<file path="config.mk">
export PLATFORM = sky130hd
export DESIGN_NAME = msp_frame_receiver_flat
export DESIGN_NICKNAME = d
export VERILOG_FILES = /design/src/sv/msp_pkg.sv /design/src/sv/msp_if.sv /design/src/sv/msp_ram.sv /design/src/sv/msp_parser.sv /design/src/sv/msp_emitter.sv /design/src/sv/msp_frame_receiver.sv /design/src/flat_wrapper.sv
export SDC_FILE = /design/constraint.sdc
export NUM_CORES = 1
export LEC_CHECK = 0
export BUFFER_PORTS_ARGS = -buffer_cell sky130_fd_sc_hd__buf_2
export CORE_UTILIZATION = 45
export DETAILED_ROUTE_END_ITERATION = 12
export MAX_ROUTING_LAYER = met4
export PLACE_DENSITY = 0.71
export SLEW_MARGIN = 0
export SYNTH_ARGS = -nofsm -noshare
export SYNTH_HDL_FRONTEND = slang
export SYNTH_SLANG_ARGS = --single-unit
export TNS_END_PERCENT = 50
</file>
<file path="constraint.sdc">
create_clock -name clk_i -period 3.61 [get_ports clk_i]
set_clock_uncertainty 0.15 [all_clocks]
set_input_delay 0.361 -clock clk_i [delete_from_list [all_inputs] [get_ports clk_i]]
set_output_delay 0.361 -clock clk_i [all_outputs]
set_load 0.02 [all_outputs]
</file>
<file path="src/sv/msp_pkg.sv">
// msp_pkg: types and constants of the MSP v1 frame receiver.
// Shared by the interfaces, the parser, the read-out unit and the top level.
package msp_pkg;

  localparam logic [7:0] SYNC_DOLLAR = 8'h24;
  localparam logic [7:0] SYNC_M      = 8'h4D;
  localparam logic [7:0] DIR_REQ     = 8'h3C;
  localparam logic [7:0] DIR_RSP     = 8'h3E;

  localparam int unsigned CFG_IDX_W  = 4;
  localparam int unsigned CFG_DATA_W = 8;

  localparam logic [CFG_IDX_W-1:0] REG_DELIVER_REQ = CFG_IDX_W'(0);
  localparam logic [CFG_IDX_W-1:0] REG_DELIVER_RSP = CFG_IDX_W'(1);

  typedef enum logic [3:0] {
    P_IDLE,
    P_DOLLAR,
    P_GOT_M,
    P_LEN,
    P_CMD,
    P_DATA,
    P_SUM,
    P_SKIP
  } parse_state_e;

  typedef enum logic [1:0] {
    E_IDLE,
    E_READ,
    E_LOAD,
    E_SHOW
  } emit_state_e;

  // Frame header handed from the parser to the read-out unit
  typedef struct packed {
    logic       dir;
    logic [7:0] cmd;
    logic [6:0] len;
  } frame_t;

  typedef struct packed {
    logic       frame_direction;
    logic [7:0] command_code;
    logic [6:0] payload_length;
    logic [5:0] byte_index;
    logic [7:0] payload_byte;
    logic       last_of_run;
  } result_t;

endpackage

</file>
<file path="src/sv/msp_if.sv">
// Channel interfaces of the MSP frame receiver: received bytes, results
// and register writes. Depends on msp_pkg.
interface msp_rx_if;
  logic       valid;
  logic       ready;
  logic [7:0] rx_byte;
  modport source (output valid, output rx_byte, input ready);
  modport sink (input valid, input rx_byte, output ready);
endinterface

interface msp_res_if;
  logic       valid;
  logic       ready;
  logic       frame_direction;
  logic [7:0] command_code;
  logic [6:0] payload_length;
  logic [5:0] byte_index;
  logic [7:0] payload_byte;
  logic       last_of_run;
  modport source (output valid, output frame_direction, output command_code,
                  output payload_length, output byte_index, output payload_byte,
                  output last_of_run, input ready);
  modport sink (input valid, input frame_direction, input command_code,
                input payload_length, input byte_index, input payload_byte,
                input last_of_run, output ready);
endinterface

interface msp_cfg_if;
  logic                               valid;
  logic                               ready;
  logic [msp_pkg::CFG_IDX_W-1:0]      index;
  logic [msp_pkg::CFG_DATA_W-1:0]     data;
  modport source (output valid, output index, output data, input ready);
  modport sink (input valid, input index, input data, output ready);
endinterface

</file>
<file path="src/sv/msp_ram.sv">
// msp_ram: generic simple dual-port RAM, one write and one registered read.
// No dependencies.
module msp_ram #(
  parameter int unsigned Width = 8,
  parameter int unsigned Depth = 64,
  parameter int unsigned AddrW = (Depth > 1) ? $clog2(Depth) : 1
) (
  input  logic             clk_i,
  input  logic             we_i,
  input  logic [AddrW-1:0] waddr_i,
  input  logic [Width-1:0] wdata_i,
  input  logic             re_i,
  input  logic [AddrW-1:0] raddr_i,
  output logic [Width-1:0] rdata_o
);

  logic [Width-1:0] mem_q [Depth];
  logic [Width-1:0] rdata_q;

  always_ff @(posedge clk_i) begin
    if (we_i) begin
      mem_q[waddr_i] <= wdata_i;
    end
    if (re_i) begin
      rdata_q <= mem_q[raddr_i];
    end
  end

  assign rdata_o = rdata_q;

endmodule

</file>
<file path="src/sv/msp_parser.sv">
// msp_parser: byte-level frame parser; checks header and checksum and
// writes the payload into the store. Depends on msp_pkg.
module msp_parser #(
  parameter int unsigned MaxPayload = 64,
  parameter int unsigned AddrW      = 6
) (
  input  logic              clk_i,
  input  logic              rst_ni,
  input  logic              in_valid_i,
  input  logic [7:0]        rx_byte_i,
  output logic              in_ready_o,
  input  logic              emit_busy_i,
  input  logic              deliver_req_i,
  input  logic              deliver_rsp_i,
  output logic              ram_we_o,
  output logic [AddrW-1:0]  ram_waddr_o,
  output logic [7:0]        ram_wdata_o,
  output logic              start_o,
  output msp_pkg::frame_t   frame_o
);
  import msp_pkg::*;

  parse_state_e state_q, state_d;
  logic       dir_q;
  logic [7:0] len_q, csum_q, cnt_q, cmd_q;
  logic [7:0] cnt_inc;
  logic       acc;
  logic       sum_ok, dir_on;

  assign in_ready_o = !emit_busy_i;
  assign acc        = in_valid_i && in_ready_o;
  assign cnt_inc    = cnt_q + 8'd1;
  assign sum_ok     = (rx_byte_i == csum_q);
  assign dir_on     = dir_q ? deliver_rsp_i : deliver_req_i;

  always_comb begin
    state_d = state_q;
    if (acc) begin
      case (state_q)
        P_IDLE:   state_d = (rx_byte_i == SYNC_DOLLAR) ? P_DOLLAR : P_IDLE;
        P_DOLLAR: state_d = (rx_byte_i == SYNC_M) ? P_GOT_M : P_IDLE;
        P_GOT_M: begin
          if (rx_byte_i == DIR_REQ || rx_byte_i == DIR_RSP) begin
            state_d = P_LEN;
          end else begin
            state_d = P_IDLE;
          end
        end
        P_LEN: state_d = P_CMD;
        P_CMD: begin
          if (len_q > 8'(MaxPayload)) begin
            state_d = P_SKIP;
          end else if (len_q == 8'd0) begin
            state_d = P_SUM;
          end else begin
            state_d = P_DATA;
          end
        end
        P_DATA: state_d = (cnt_inc >= len_q) ? P_SUM : P_DATA;
        P_SUM:  state_d = P_IDLE;
        P_SKIP: state_d = (cnt_q >= len_q) ? P_IDLE : P_SKIP;
        default: state_d = P_IDLE;
      endcase
    end
  end

  always_comb begin
    ram_we_o = acc && (state_q == P_DATA);
    start_o  = acc && (state_q == P_SUM) && sum_ok && dir_on;
  end

  assign ram_waddr_o = cnt_q[AddrW-1:0];
  assign ram_wdata_o = rx_byte_i;
  assign frame_o     = '{dir: dir_q, cmd: cmd_q, len: len_q[6:0]};

  always_ff @(posedge clk_i or negedge rst_ni) begin
    if (!rst_ni) begin
      state_q <= P_IDLE;
      dir_q   <= 1'b0;
      len_q   <= 8'd0;
      csum_q  <= 8'd0;
      cnt_q   <= 8'd0;
      cmd_q   <= 8'd0;
    end else begin
      state_q <= state_d;
      if (acc) begin
        case (state_q)
          P_GOT_M: dir_q <= (rx_byte_i == DIR_RSP);
          P_LEN: begin
            len_q  <= rx_byte_i;
            csum_q <= rx_byte_i;
          end
          P_CMD: begin
            cmd_q  <= rx_byte_i;
            csum_q <= csum_q ^ rx_byte_i;
            cnt_q  <= 8'd0;
          end
          P_DATA: begin
            cnt_q  <= cnt_inc;
            csum_q <= csum_q ^ rx_byte_i;
          end
          P_SKIP: begin
            if (cnt_q < len_q) begin
              cnt_q <= cnt_inc;
            end
          end
          default: ;
        endcase
      end
    end
  end

endmodule

</file>
<file path="src/sv/msp_emitter.sv">
// msp_emitter: reads a checked frame back from the payload store and
// presents it one result at a time. Depends on msp_pkg.
module msp_emitter #(
  parameter int unsigned AddrW = 6
) (
  input  logic              clk_i,
  input  logic              rst_ni,
  input  logic              start_i,
  input  msp_pkg::frame_t   frame_i,
  output logic              busy_o,
  output logic              ram_re_o,
  output logic [AddrW-1:0]  ram_raddr_o,
  input  logic [7:0]        ram_rdata_i,
  output logic              out_valid_o,
  input  logic              out_ready_i,
  output msp_pkg::result_t  res_o
);
  import msp_pkg::*;

  emit_state_e state_q, state_d;
  frame_t      frame_q;
  logic [5:0]  idx_q;
  result_t     res_q;
  logic        empty, last;

  assign empty = (frame_q.len == 7'd0);
  assign last  = empty || (({1'b0, idx_q} + 7'd1) == frame_q.len);

  always_comb begin
    state_d = state_q;
    case (state_q)
      E_IDLE: state_d = start_i ? E_READ : E_IDLE;
      E_READ: state_d = E_LOAD;
      E_LOAD: state_d = E_SHOW;
      E_SHOW: begin
        if (out_ready_i) begin
          state_d = res_q.last_of_run ? E_IDLE : E_READ;
        end
      end
      default: state_d = E_IDLE;
    endcase
  end

  always_comb begin
    busy_o      = (state_q != E_IDLE);
    ram_re_o    = (state_q == E_READ);
    out_valid_o = (state_q == E_SHOW);
  end

  assign ram_raddr_o = idx_q[AddrW-1:0];
  assign res_o       = res_q;

  always_ff @(posedge clk_i or negedge rst_ni) begin
    if (!rst_ni) begin
      state_q <= E_IDLE;
      idx_q   <= 6'd0;
    end else begin
      state_q <= state_d;
      if (state_q == E_IDLE && start_i) begin
        idx_q <= 6'd0;
      end else if (state_q == E_SHOW && out_ready_i) begin
        idx_q <= idx_q + 6'd1;
      end
    end
  end

  always_ff @(posedge clk_i) begin
    if (state_q == E_IDLE && start_i) begin
      frame_q <= frame_i;
    end
    if (state_q == E_LOAD) begin
      res_q.frame_direction <= frame_q.dir;
      res_q.command_code    <= frame_q.cmd;
      res_q.payload_length  <= frame_q.len;
      res_q.byte_index      <= empty ? 6'd0 : idx_q;
      res_q.payload_byte    <= empty ? 8'd0 : ram_rdata_i;
      res_q.last_of_run     <= last;
    end
  end

endmodule

</file>
<file path="src/sv/msp_frame_receiver.sv">
// Frame receiver for MSP v1 ('$' 'M' dir len cmd payload csum). Received
// bytes are taken one per cycle while the parser runs; ready drops only
// while a checked frame is read out of the payload store. Each result
// goes through the address, the registered RAM read and the output
// register, and waits there on any output stall; the input is held
// until the frame's last result is taken. Bad headers, bad checksums,
// oversize frames and frames of a disabled direction produce no results.
// Depends on msp_pkg, msp_if, msp_ram, msp_parser and msp_emitter.
module msp_frame_receiver #(
  parameter int unsigned MAX_PAYLOAD = 64
) (
  input  logic      clk_i,
  input  logic      rst_ni,
  msp_rx_if.sink    rx_i,
  msp_res_if.source res_o,
  msp_cfg_if.sink   cfg_i
);
  import msp_pkg::*;

  localparam int unsigned AddrW = (MAX_PAYLOAD > 1) ? $clog2(MAX_PAYLOAD) : 1;

  logic             deliver_req_q, deliver_rsp_q;
  logic             ram_we, ram_re;
  logic [AddrW-1:0] ram_waddr, ram_raddr;
  logic [7:0]       ram_wdata, ram_rdata;
  logic             start, emit_busy;
  frame_t           frame;
  result_t          res;

  // Register writes
  assign cfg_i.ready = 1'b1;

  always_ff @(posedge clk_i or negedge rst_ni) begin
    if (!rst_ni) begin
      deliver_req_q <= 1'b0;
      deliver_rsp_q <= 1'b0;
    end else if (cfg_i.valid) begin
      case (cfg_i.index)
        REG_DELIVER_REQ: deliver_req_q <= cfg_i.data[0];
        REG_DELIVER_RSP: deliver_rsp_q <= cfg_i.data[0];
        default: ;
      endcase
    end
  end

  msp_parser #(
    .MaxPayload (MAX_PAYLOAD),
    .AddrW      (AddrW)
  ) u_parser (
    .clk_i         (clk_i),
    .rst_ni        (rst_ni),
    .in_valid_i    (rx_i.valid),
    .rx_byte_i     (rx_i.rx_byte),
    .in_ready_o    (rx_i.ready),
    .emit_busy_i   (emit_busy),
    .deliver_req_i (deliver_req_q),
    .deliver_rsp_i (deliver_rsp_q),
    .ram_we_o      (ram_we),
    .ram_waddr_o   (ram_waddr),
    .ram_wdata_o   (ram_wdata),
    .start_o       (start),
    .frame_o       (frame)
  );

  msp_ram #(
    .Width (8),
    .Depth (MAX_PAYLOAD),
    .AddrW (AddrW)
  ) u_store (
    .clk_i   (clk_i),
    .we_i    (ram_we),
    .waddr_i (ram_waddr),
    .wdata_i (ram_wdata),
    .re_i    (ram_re),
    .raddr_i (ram_raddr),
    .rdata_o (ram_rdata)
  );

  msp_emitter #(
    .AddrW (AddrW)
  ) u_emitter (
    .clk_i       (clk_i),
    .rst_ni      (rst_ni),
    .start_i     (start),
    .frame_i     (frame),
    .busy_o      (emit_busy),
    .ram_re_o    (ram_re),
    .ram_raddr_o (ram_raddr),
    .ram_rdata_i (ram_rdata),
    .out_valid_o (res_o.valid),
    .out_ready_i (res_o.ready),
    .res_o       (res)
  );

  assign res_o.frame_direction = res.frame_direction;
  assign res_o.command_code    = res.command_code;
  assign res_o.payload_length  = res.payload_length;
  assign res_o.byte_index      = res.byte_index;
  assign res_o.payload_byte    = res.payload_byte;
  assign res_o.last_of_run     = res.last_of_run;

endmodule

</file>
<file path="src/flat_wrapper.sv">
// flat-port wrapper written by rule: the top's interface ports become plain ports
module msp_frame_receiver_flat import msp_pkg::*;
#(
  parameter int unsigned MAX_PAYLOAD = 64
)
  (clk_i, rst_ni, rx_i_valid, rx_i_rx_byte, rx_i_ready, res_o_valid, res_o_frame_direction, res_o_command_code, res_o_payload_length, res_o_byte_index, res_o_payload_byte, res_o_last_of_run, res_o_ready, cfg_i_valid, cfg_i_index, cfg_i_data, cfg_i_ready);
  msp_rx_if rx_i_i ();
  msp_res_if res_o_i ();
  msp_cfg_if cfg_i_i ();
  input  logic clk_i;
  input  logic rst_ni;
  input wire logic [$bits(rx_i_i.valid)-1:0] rx_i_valid;
  input wire logic [$bits(rx_i_i.rx_byte)-1:0] rx_i_rx_byte;
  output wire logic [$bits(rx_i_i.ready)-1:0] rx_i_ready;
  output wire logic [$bits(res_o_i.valid)-1:0] res_o_valid;
  output wire logic [$bits(res_o_i.frame_direction)-1:0] res_o_frame_direction;
  output wire logic [$bits(res_o_i.command_code)-1:0] res_o_command_code;
  output wire logic [$bits(res_o_i.payload_length)-1:0] res_o_payload_length;
  output wire logic [$bits(res_o_i.byte_index)-1:0] res_o_byte_index;
  output wire logic [$bits(res_o_i.payload_byte)-1:0] res_o_payload_byte;
  output wire logic [$bits(res_o_i.last_of_run)-1:0] res_o_last_of_run;
  input wire logic [$bits(res_o_i.ready)-1:0] res_o_ready;
  input wire logic [$bits(cfg_i_i.valid)-1:0] cfg_i_valid;
  input wire logic [$bits(cfg_i_i.index)-1:0] cfg_i_index;
  input wire logic [$bits(cfg_i_i.data)-1:0] cfg_i_data;
  output wire logic [$bits(cfg_i_i.ready)-1:0] cfg_i_ready;
  assign rx_i_i.valid = rx_i_valid;
  assign rx_i_i.rx_byte = rx_i_rx_byte;
  assign rx_i_ready = rx_i_i.ready;
  assign res_o_valid = res_o_i.valid;
  assign res_o_frame_direction = res_o_i.frame_direction;
  assign res_o_command_code = res_o_i.command_code;
  assign res_o_payload_length = res_o_i.payload_length;
  assign res_o_byte_index = res_o_i.byte_index;
  assign res_o_payload_byte = res_o_i.payload_byte;
  assign res_o_last_of_run = res_o_i.last_of_run;
  assign res_o_i.ready = res_o_ready;
  assign cfg_i_i.valid = cfg_i_valid;
  assign cfg_i_i.index = cfg_i_index;
  assign cfg_i_i.data = cfg_i_data;
  assign cfg_i_ready = cfg_i_i.ready;
  msp_frame_receiver #(.MAX_PAYLOAD(MAX_PAYLOAD)) u_core (.clk_i(clk_i), .rst_ni(rst_ni), .rx_i(rx_i_i), .res_o(res_o_i), .cfg_i(cfg_i_i));
endmodule
</file>
==> results of run 1 <==
registers in the layout (all words and copies together), names as in the netlist:
| register | count |
|---|---|
| u_core.u_parser.dir_q | 1 |
| u_core.u_parser.cmd_q | 8 |
| u_core.u_emitter.frame_q | 16 |
| u_core.deliver_rsp_q | 1 |
| u_core.u_parser.cnt_q | 8 |
| u_core.u_emitter.state_q | 2 |
| u_core.u_parser.len_q | 8 |
| u_core.u_emitter.res_o | 31 |
| u_core.u_parser.csum_q | 8 |
| u_core.u_parser.state_q | 3 |
| u_core.deliver_req_q | 1 |
| u_core.u_store.rdata_o | 8 |
| u_core.u_emitter.ram_raddr_o | 6 |
| u_core.u_store.mem_q | 512 |
path summary, 6_finish.rpt:
check | to | slack, ns | start | cells after the start
setup reg to reg | u_core.u_store.mem_q[37][6] | 0.58 | u_core.u_parser.state_q[2] | 6
max in group asynchronous | u_core.u_parser.csum_q[5] | 2.43 | rst_ni | 3
hold / removal | u_core.u_parser.csum_q[0] | 0.02 | rx_i_rx_byte[0] | 3
min in group asynchronous | u_core.u_parser.cmd_q[0] | 0.14 | rst_ni | 2
setup / recovery | u_core.u_store.mem_q[37][6] | 0.58 | u_core.u_parser.state_q[2] | 6
hold reg to reg | u_core.u_emitter.res_o[30] | 0.26 | u_core.u_emitter.frame_q[15] | 0
area by class of cell:
cell class / count / area share (%)
diodes: 1 / 0.008955
multi-input cells: 595 / 20.95
clock buffers: 73 / 5.543
well taps: 688 / 3.081
repair buffers: 151 / 4.012
inverters: 16 / 0.2149
clock inverters: 33 / 1.119
flip-flops and latches: 613 / 65.08
where the power goes:
group          switching, mW  internal [mW]
clock network           2.55           3.39
registers            0.00876           7.76
logic                  0.144         0.0432
critical path, cell delays in order (launching register included):
cell      delay, ns
dfrtp_1        0.58
nand2b_1       0.25
nor2_1         0.20
nand2_1        0.13
nor2_1         0.27
nand2_1        0.33
nor2_1         0.73
Yosys cell counts (all sizes together) (2+ instances only):
master  count
xor2        7
a21oi      28
and2       17
or2         3
a22oi      40
and3        3
a22o       19
mux2       12
mux4      128
o31ai       3
or3b        2
o221ai      8
buf        31
xnor2      19
nor3       10
nand3b      2
a221oi     17
nand4       6
nor2       90
edfxtp    567
a31oi       5
nor4        6
o22ai       2
clkbuf     44
nand2b      4
nand2      59
a21o        5
inv        16
dfrtp      46
o21ai      27
ha         22
or4         2
and4b       2
nor3b       2
nor2b       7
nand3      24
cell families (layout without fill, tap and decap cells):
kind of cell    after synthesis  in the layout  synth area share [%]
simple gates                243            243                 4.759
mux                         140            140                 12.37
compound gates              163            163                 4.733
xor+xnor                     26             26                0.9333
other cells                   1              2               0.01537
flops                       613            613                 74.50
buf+inv                      91            273                 1.564
fa+ha+maj                    22             22                 1.128
per-stage QoR:
stage                     area, µm²  utilization (%)  cells  worst slack, ns
after floorplan               24400                -   1299           0.3394
after global placement        25980            48.95   2053           0.6518
after detailed placement      25980            48.95   2053           0.6194
after CTS                     27940            52.64   2169           0.6024
after global routing          27940            52.64   2169           0.3762
final                         27940            52.65   2170           0.5839
metal layers:
metal	share of wire (%)	up-vias	wire [µm]
met5	0	-	0
met2	48	456	25270
met3	7.7	87	4026
met1	42	6550	21920
li1	-	5525	-
met4	2.3	0	1216
==> metrics.md, run 1 <==
| Metric | Value |
|---|---|
| Setup CP Type | flop to flop |
| Leak | just over 9 nW |
| Distinct cell type count after synthesis | between 50 and 60 |
| Synth area leaders | edfxtp_1 70%, mux4_2 12%, dfrtp_1 4.7% |
| Total power | 13.89 mW |
| Post-synth design cell area | roughly 24000 µm² |
| 1st-iter DRT viols | 1357 |
| Status | completed |
| Pwr Density | about 500 nW/µm² |
| Setup Fix Bufs, Post-CTS | 0 |
| Yosys reg bits | between 600 and 700 |
| IO Port Bufs | 50 |
| GR Util met1 | ~27% |
| DR WL/cell | 24.16 µm |
| GRT overflow | 0 |
| Die height | between 200 and 250 µm |
| Core Region | between 50000 and 60000 µm² |
| Crit share post-route | about 84% |
| Register Area | ~18000 µm² |
| Area added between synthesis and finish | 14.53% |
| Main flop type after synthesis | edfxtp_1 |
| Filler Cells Inserted | 4026 |
| I/O Pins | approximately 60 |
| Syn_area_per_cell | around 19 µm² |
| Vias post-DR | between 10000 and 15000 |
| Worst min path class | input pin to flop |
| Rows | 84 |
| Post-route ant nets | 0 |
| Worst-margin pin slew | 0.8932 ns |
| Sequential element share of the synthesized area | roughly three quarters |
| Syn nets | about 1300 |
| GRT Util Overall | between 10% and 20% |
| Met2 usage | a little over 30% |
| Post-synth EDFFs | about 570 |
| Maximum VDD drop | approximately 0.00032 V |
| Length of the first detailed-routing pass in iterations | 5 |
| Post-synthesis async set-or-reset flop share | under 10% |
| CP Launch Type | flop |
| RSZ-0062 raised after global routing | false |
| Gpl congestion | 0.8568 |
| Via count of the first global-routing pass | 12700 |
| Fin crit period | between 3 and 4 ns |
| Largest net degree at the start of global routing | 67 |
| Yosys top cell by area | edfxtp_1 |
| First-pass GRT wire length | ~79000 µm |
| Final setup violation count | 0 |
| Top cell type's share of synthesized area | 69.78% |
| Post-CTS Resized | 0 |
| Routed WL | approximately 52000 µm |
| H-tree level count | 2 |
| Starting Density | about 46% |
| Final hold vios | 0 |
| Cts bufs inserted | slightly below 60 |
| DR vias/cell | roughly 5.8 |
| Mapped Cells | roughly 1300 |
| Global route hottest layer | met2 |
| Clock transition at the registers of the reported paths | approximately 0.060 ns |
| Worst path required time | roughly 3.7 ns |
| M3 GR Usage | a little over 4% |
| Yosys warns | 0 |
| Commonest non-fill, non-tap cells in the layout | 567 x edfxtp_1, 128 x mux4_2, 89 x nor2_1 |
| Rel. slew slack | approximately 40% |
| Die area | 55160 µm² |
| Share of post-route cells with drive strength above 1 | approximately a quarter |
| Max capacitance violation total | 0 |
| Area of the multi-input gates | 5853 µm² |
| Detail Placement HPWL | between 30000 and 40000 µm |
| Initial antenna violation count | 1 |
| Tightest hold margin | around 0.024 ns |
| DRC viols | 0 |
| Critical Path Sink Type | flop |
| # nets final | 1482 |
| Clock sink count | a little over 600 |
| Root Buffer | clkbuf_16 |
| Crit-path max FO | 12 |
| FMAX | roughly 330 MHz |
| Width of the chip | 234.9 µm |
| Setup TNS Final | 0 ns |
| Commonest non-fill, non-tap cell in the layout | edfxtp_1 |
| Clock tree buffer depth | 3 |
| CTS tree | yes |
| Hold-fix buffers, CTS | 10 |
| Clock latency on the worst-skew pair | a little over 0.6 ns |
| Arr. time, crit path | slightly above 3 ns |
| Fin. max-slew vios | 0 |
Note: power is estimated with default switching activity, not from simulation.
==> run 2: changes to the inputs <==
clock period = 3 ns   (was 3.61 ns; I/O delays follow)
==> run 2 against run 1 <==
Register-to-register slack worse by 0.43 ns. Worst hold slack better by 0.077 ns. Via count is 1.8% higher. Critical path depth is the same. Global-route usage is 0.33 points higher. Utilization increased by 0.79 points. Maximum frequency is 6.3% higher. Clock power rose by 25%. Worst setup slack got worse by 0.43 ns. Final area is 1.5% higher. Combinational power up 21%.
==> metrics.md, run 2 (synthesized netlist as in run 1, its figures left out) <==
| Metric | Value |
|---|---|
| Clock Power Share | a little over two fifths |
| Root Buffer | clkbuf_16 |
| Final setup violation count | 0 |
| Critical Path Sink Type | flop |
| Worst-margin pin slew | 0.8448 ns |
| Flop2flop setup slack | around 0.15 ns |
| Critical Path Sink | u_core.u_store.rdata_o[5] |
| Rows | 84 |
| FMAX | around 350 MHz |
| WP depth | 6 |
| Initial antenna violation count | 3 |
| Core Region | 53080 µm² |
| Via count of the first global-routing pass | approximately 13000 |
| Largest net degree at the start of global routing | 70 |
| Starting Density | 45.97% |
| Ant diodes | 0 |
| Buffers plus inverters on the worst setup path | 1 |
| Slowest cell on crit path | dfrtp_4 |
| DR WL/cell | around 24 µm |
| H-tree level count | 2 |
| First-pass GRT wire length | around 80000 µm |
| Cts bufs inserted | just over 60 |
| Cell count after placement | 2089 |
| Max reg flops | between 500 and 600 |
| Crit-path max FO | 15 |
| Post-DP Area | between 20000 and 30000 µm² |
| Worst min path class | input pin to flop |
| Fin. max-slew vios | 0 |
| HP Start | rx_i_rx_byte[1] |
| Internal power | between 10 and 15 mW |
| Clock transition at the registers of the reported paths | about 0.060 ns |
| DR vias/cell | 5.804 |
| Crit path largest cell delay | 0.63 ns |
| Length of the first detailed-routing pass in iterations | 5 |
| Routed WL | ~53000 µm |
| Worst R2R Start | u_core.u_emitter.ram_raddr_o[0] |
| Leak | between 9 and 10 nW |
| Comb power frac | ~1.3% |
| RSZ-0062 raised after global routing | false |
| CTS tree | yes |
| Worst Setup SP | u_core.u_emitter.ram_raddr_o[0] |
| GRT Util Overall | ~20% |
| Arr. time, crit path | about 3 ns |
| Non-filler instance count after layout | between 2000 and 2500 |
| Maximum VDD drop | approximately 0.00044 V |
| CP Launch Type | flop |
| Die area | roughly 55000 µm² |
| Status | completed |
| Post-layout util | roughly 53% |
| Post-route ant nets | 0 |
| Switch Pwr | 3.328 mW |
| Sw frac | a little under 20% |
| Die height | between 200 and 250 µm |
| I/O Pins | 59 |
| CP Cell Sequence | buf_12, mux4_2, a22oi_1, nand2_1, a22oi_1, o221ai_1 |
| DRC viols | 0 |
| GRT overflow | 0 |
| Commonest non-fill, non-tap cells in the layout | 567 x edfxtp_1, 128 x mux4_2, 116 x buf_4 |
| Fin crit period | around 2.8 ns |
| Gpl congestion | slightly below 0.9 |
| Commonest non-fill, non-tap cell in the layout | edfxtp_1 |
| Cell area after layout | ~28000 µm² |
| Crit share post-route | 94.89% |
| Pwr Density | 598.7 nW/µm² |
| Detail Placement HPWL | about 33000 µm |
| Final hold vios | 0 |
| Most frequent cell on the critical path | a22oi_1 |
| Depth of the worst register-to-register path | 6 |
| # nets final | ~1500 |
| Total power | approximately 17 mW |
| Clock sink count | 613 |
| Crit-path leading delay family | compound AO/OA/AOI/OAI gates |
| Vias post-DR | roughly 13000 |
| Reg2reg end | u_core.u_store.rdata_o[5] |
| Reg power frac | 55.0% |
| 1st-iter DRT viols | approximately 1400 |
| Share of post-route cells with drive strength above 1 | between 20% and 30% |
| Area added between synthesis and finish | 16.26% |
| Worst path required time | between 3 and 4 ns |
| Max capacitance violation total | 0 |
| Rel. slew slack | between 40% and 50% |
| Setup CP Type | flop to flop |
| Largest Register | u_core.u_store.mem_q |
| Clock tree buffer depth | 3 |
| Setup Fix Bufs, Post-CTS | 0 |
| Clock latency on the worst-skew pair | approximately 0.62 ns |
| Width of the chip | 234.9 µm |
| IO Port Bufs | 50 |
| Setup TNS Final | 0 ns |
run 2: changes by cell type in the layout (fill, tap and decap cells not counted), sizes merged:
cell      previous run  this run
inv                 17        18
buf                141       177
clkinvlp             2         0
clkbuf              73        83
bufinv               5         4
diode                1         0
run 2: worst min path at each step:
stage / cells past startpoint / endpoint / slack [ns]
detailed placement: 0 / u_core.u_emitter.res_o[24] / 0.26
floorplan: 0 / u_core.deliver_req_q / -0.15
CTS: 4 / u_core.u_parser.dir_q / 0.08
global placement: 0 / u_core.u_emitter.res_o[28] / 0.26
finish: 4 / u_core.u_parser.dir_q / 0.10
global route: 2 / u_core.u_store.mem_q[15][1] / 0.10
run 2: routing by layer:
metal	vias up	track usage, %	wire length, µm
li1	5614	-	-
met1	6613	26.38	21420
met2	524	32.31	26360
met3	94	3.571	3832
met4	0	5.881	1374
met5	-	-	0
run 2: layout make-up:
class / count / area (µm²)
tap: 688 / 860.8
timing repair buffer: 187 / 1441
inverter: 16 / 60.06
clock inverter: 31 / 280.3
fill: 4064 / 24710
clock buffer: 83 / 1679
multi-input combinational: 595 / 5859
sequential: 613 / 18180
run 2: power by group through the flow:
stage	Clock, mW	Sequential [mW]	Combinational, mW
4_1_cts	7.53	9.35	0.233
6_report	7.41	9.35	0.228
2_1_floorplan	0	9.53	0.0502
3_3_place_gp	0	9.53	0.208
5_1_grt	7.86	9.34	0.249
3_5_place_dp	0	9.53	0.219
run 2: repair_timing:
item,4_1_cts,5_1_grt
endpoints found under the hold margin,54,0
hold buffers,10,0
resized for setup,0,0
run 2: worst reg2reg max path, delay by kind of cell, from the launching register on:
kind,cells,cell delay (ns)
DFF,1,0.63
AOI/OAI and AO/OA,3,0.82
muxes,1,0.53
buffers and inverters,1,0.24
and+or+nand+nor,1,0.20
run 2: metrics by stage:
stage          hold WS (ns)  setup WS (ns)
4_1_cts             0.07501         0.1636
5_1_grt              0.1006        0.02147
3_3_place_gp         0.2570         0.1996
2_1_floorplan       -0.1456         0.2632
3_5_place_dp         0.2554         0.1712
6_report             0.1010         0.1533
